--- src/rtl/sfla_ram.sv ---
// Generic simple dual-port RAM: one write port, one registered read port.
// No dependencies.
`timescale 1ns / 1ps
`default_nettype none

module sfla_ram #(
   parameter int WIDTH = 8,
   parameter int DEPTH = 16
) (
   input  wire logic                     clock,
   input  wire logic                     we,
   input  wire logic [$clog2(DEPTH)-1:0] waddr,
   input  wire logic [WIDTH-1:0]         wdata,
   input  wire logic                     re,
   input  wire logic [$clog2(DEPTH)-1:0] raddr,
   output logic      [WIDTH-1:0]         rdata
);

   logic [WIDTH-1:0] mem_ff [DEPTH];

   always_ff @(posedge clock) begin
      if (we) begin
         mem_ff[waddr] <= wdata;
      end
   end

   // read data holds while re is low
   always_ff @(posedge clock) begin
      if (re) begin
         rdata <= mem_ff[raddr];
      end
   end

endmodule

`default_nettype wire

--- config.mk ---
export PLATFORM = sky130hd
export DESIGN_NAME = sfla_ram
export DESIGN_NICKNAME = d
export VERILOG_FILES = /design/src/rtl/sfla_ram.sv
export SDC_FILE = /design/constraint.sdc
export NUM_CORES = 1
export LEC_CHECK = 0
export ABC_AREA = 1
export ABC_CLOCK_PERIOD_IN_PS = 1000
export BUFFER_PORTS_ARGS = -buffer_cell sky130_fd_sc_hd__buf_2
export CAP_MARGIN = 20
export CORE_UTILIZATION = 46
export DETAILED_ROUTE_END_ITERATION = 10
export GPL_TIMING_DRIVEN = 1
export SYNTH_ARGS = -nofsm -noshare
export SYNTH_HDL_FRONTEND = slang
export SYNTH_SLANG_ARGS = --single-unit
export TNS_END_PERCENT = 5
--- constraint.sdc ---
create_clock -name clock -period 1 [get_ports clock]
set_input_delay 0.05 -clock clock [delete_from_list [all_inputs] [get_ports clock]]
set_output_delay 0.05 -clock clock [all_outputs]
set_load 0.05 [all_outputs]
# == Word level (Yosys, flattened, before mapping) ==
# Memories as Yosys holds them, arrays and structs flattened. A register that Yosys moved wholly into a read port is not among the register bits.
# Index checks and enable logic that the tools add are counted.
# op_classes
muxes,2
# ops
operator,n
$mux W1,2
# word_totals
reg_bits,0
ram_bits,128
input_bits,19
out_inout_bits,8
elab_cells,3
mem_count,1
# mem_list
name,words,width,rd,rd_ports_with_merged_regs,write_ports,line,text
mem_ff,16,8,1,1,1,19,logic [WIDTH-1:0] mem_ff [DEPTH];

# == Longest topological paths before layout ==
# logic_depth
depth_word,2
depth_mapped,8

# == Worst setup path after synthesis ==
# Ideal clock, no wire load.
# synth_path
path_kind,input port to flip-flop
startpoint,in waddr[3]
endpoint,mem mem_ff[4][0] (enable)
setup_ns,0.370
t_arrival_ns,0.631
path_slack_ns,-0.001
cell_stages,2
path_cell_list,nand3b_1 nor2_1
# synth_rtl
item,line,text
start: declaration,12,"input wire logic [$clog2(DEPTH)-1:0] waddr,"
end: declaration,19,
# Straight into the memory's write port.

==> flow_summary.yaml <==
pwr:
  p_leak_nw: 3.104
  power.share.sequential_pct: 46.0
  p_per_area_mw_per_mm2: 1964
  p_sw_mw: 2.925
  p_sw_share_pct: 20.82
  p_total_mw: 14.05
  power.share.combinational_pct: 7.2
  p_clk_share_pct: 46.8
  ir_worst_vdd_uv: 1342
  p_int_mw: 11.12
routing:
  drcViolationCount: 0
  vias: 3873
  viasPerCell: 4.927
  firstDrtPassIters: 5
  wl_um: 13490
  routedWlPerCell_um: 17.16
  drt_iter0_markers: 325
  antenna_left: 0
yosys:
  synth_cell_types: 11
  yosysWarnings: 0
  syn_nets: 570
  syn_area_mm2: 0.005847
  ys_ff_latch: 136
  synth.avg_cell_area_um2: 10.61
  synth_seq_area_share_pct: 69.85
  netlist_instances: 551
finish:
  filler_cell_count: 1020
  area_delta_synth_final_pct: 22.34
  drive_above_1_share_pct: 18.12
  antenna_cells: 0
  regArea_mm2: 0.004084
  final_nets: 624
  multi_input_area_mm2: 0.001344
sta:
  tns_ns: -0.7659
  worst_pin_slew_ns: 0.3932
  finalCritPeriodShare_pct: 109.1
  slew_viol_final: 0
  relSlewSlack_pct: 73.79
  rsz0062_at_grt: "yes"
  setup_viol: 16
  max_freq_ghz: 0.9164
  skew_ns: 0.005296
  finalHoldViolations: 0
  fin_crit_ns: 1.091
  finalWorstSetupSlack_ns: -0.09127
critical_path:
  arrival_ns: 1.26
  worstPathRequired_ns: 1.17
  setup.worst_path.end_class: "flop"
  crit_type: "reg -> reg"
  cpMostUsedCell: "nand3_2"
  crit_chain: "inv_1 > nand2_1 > nand3_2 > nand3_2 > nand3_2 > nand2_1"
  cp_max_fo: 1
  cp-start-kind: "flop"
  cp_slowest_cell: "edfxtp_1"
  cpPeakStageDelay_ns: 0.37
floorplan:
  core-area_mm2: 0.01221
  pin_count: 27
  row_count: 40
  dieWidth_um: 114.7
  die_y_um: 114.7
  initial_utilization_pct: 47.88
  die_area_mm2: 0.01317
global_routing:
  antenna_found_initial: 0
  grt_pass1_vias: 3783
  grt_pass1_wl_um: 21040
  grt_usage_pct: 22.65
  globalRoute.totalOverflow: 0
  grt_max_degree: 64
clock_network:
  cts.sinks: 136
  clockRootBuffer: "clkbuf_16"
  post_cts_buffers: 0
  path_clk_slew_ns: 0.06
  cts_tree: "yes"
  cts.htree.levels: 4
  hold_buffers: 0
  clkLatencyLatePin_ns: 0.42
  clk_path_buf_depth: 2
  cts-buffers-inserted: 17
placed_design:
  gp_congestion: 0.8464
  place_hpwl_um: 8432
  io_buffer_count: 26
outcome:
  status: "finished with violations"
  violations: "setup timing"
run:
  drv_cap: 0
hold_path:
  hold_path.class: "in -> reg"
final timing paths:
path / from / to / slack (ns) / depth (start not counted)
max: mem_ff[4][0] / rdata[0] / -0.09 / 6
min: re / rdata[0] / 0.02 / 1
max reg2reg: mem_ff[4][0] / rdata[0] / -0.09 / 6
min reg2reg: mem_ff[12][5] / rdata[5] / 0.77 / 6
cell usage after synthesis:
library cell | instances | area share [%]
nand3b_1 | 2 | 0.26
buf_2 | 13 | 1.1
inv_2 | 2 | 0.13
inv_1 | 100 | 6.4
nand3_1 | 97 | 8.3
nor2_1 | 17 | 1.1
buf_1 | 1 | 0.064
edfxtp_1 | 136 | 70
buf_6 | 6 | 1.2
nand2_1 | 173 | 11
buf_4 | 4 | 0.51
final cells by class:
| cell class | count | share of cell area (%) |
|---|---|---|
| tap | 168 | 2.939 |
| sequential | 136 | 57.09 |
| multi-input combinational | 289 | 18.79 |
| inverter | 102 | 5.352 |
| clock buffer | 20 | 6.105 |
| timing repair buffer | 59 | 7.207 |
| clock inverter | 12 | 2.519 |
placed cells by master (no fill, tap or decap):
cell	Yosys	routed
nand2_1	173	173
edfxtp_1	136	136
inv_1	100	100
nand3_1	97	71
nand3_2	0	26
buf_4	4	26
buf_2	13	18
nor2_1	17	17
clkbuf_16	0	17
buf_6	6	8
buf_12	0	7
bufinv_16	0	5
clkinv_1	0	4
clkbuf_1	0	3
clkinv_2	0	3
inv_2	2	2
nand3b_1	2	2
cells by family (layout without fill, tap and decap cells):
| group | count (synthesis) | count (layout) | synth area share (%) |
|---|---|---|---|
| flip-flops | 136 | 136 | 69.85 |
| AND/OR/NAND/NOR | 289 | 289 | 20.76 |
| buffers and inverters | 126 | 193 | 9.394 |
metal layers:
layer / vias up / global-route usage, % / wire length (um)
met3: 19 / 4.586 / 651
met2: 111 / 36.61 / 6602
met1: 1853 / 29.74 / 5964
met5: - / 0 / 0
met4: 0 / 10.39 / 267
li1: 1890 / - / -
through the flow:
stage	util, %	setup slack, ns	area (um^2)	hold WS, ns	std cells
after floorplan	-	-0.0008445	5847	0.1489	551
after global placement	52.05	-0.2421	6356	0.4484	754
after detailed placement	52.05	-0.2892	6356	0.4395	754
after CTS	58.00	-0.09479	7083	0.005949	786
after global routing	58.58	-0.1733	7153	0.004486	786
final	58.58	-0.09127	7153	0.01840	786
critical path: cells and delay by family (launching register included):
kind / cells / cell delay, ns
and+or+nand+nor: 5 / 0.42
buffers and inverters: 1 / 0.06
DFF: 1 / 0.37
power groups by stage:
stage	Sequential [mW]	Clock [mW]	Combinational [mW]
3_5_place_dp	6.58	0	0.934
6_report	6.47	6.57	1.01
5_1_grt	6.48	6.86	1.10
2_1_floorplan	6.67	0	0.450
4_1_cts	6.47	6.65	0.994
3_3_place_gp	6.58	0	0.922
flip-flops by register name, indices dropped and copies added (netlist names):
register	flops
mem_ff	128
rdata	8
what timing repair did:
action | 4_1_cts | 5_1_grt
cloned | 0 | 0
setup endpoints to repair | 16 | 16
pin swaps | 18 | 8
gates resized for setup | 28 | 14
Power figures use the tool's default switching activity.
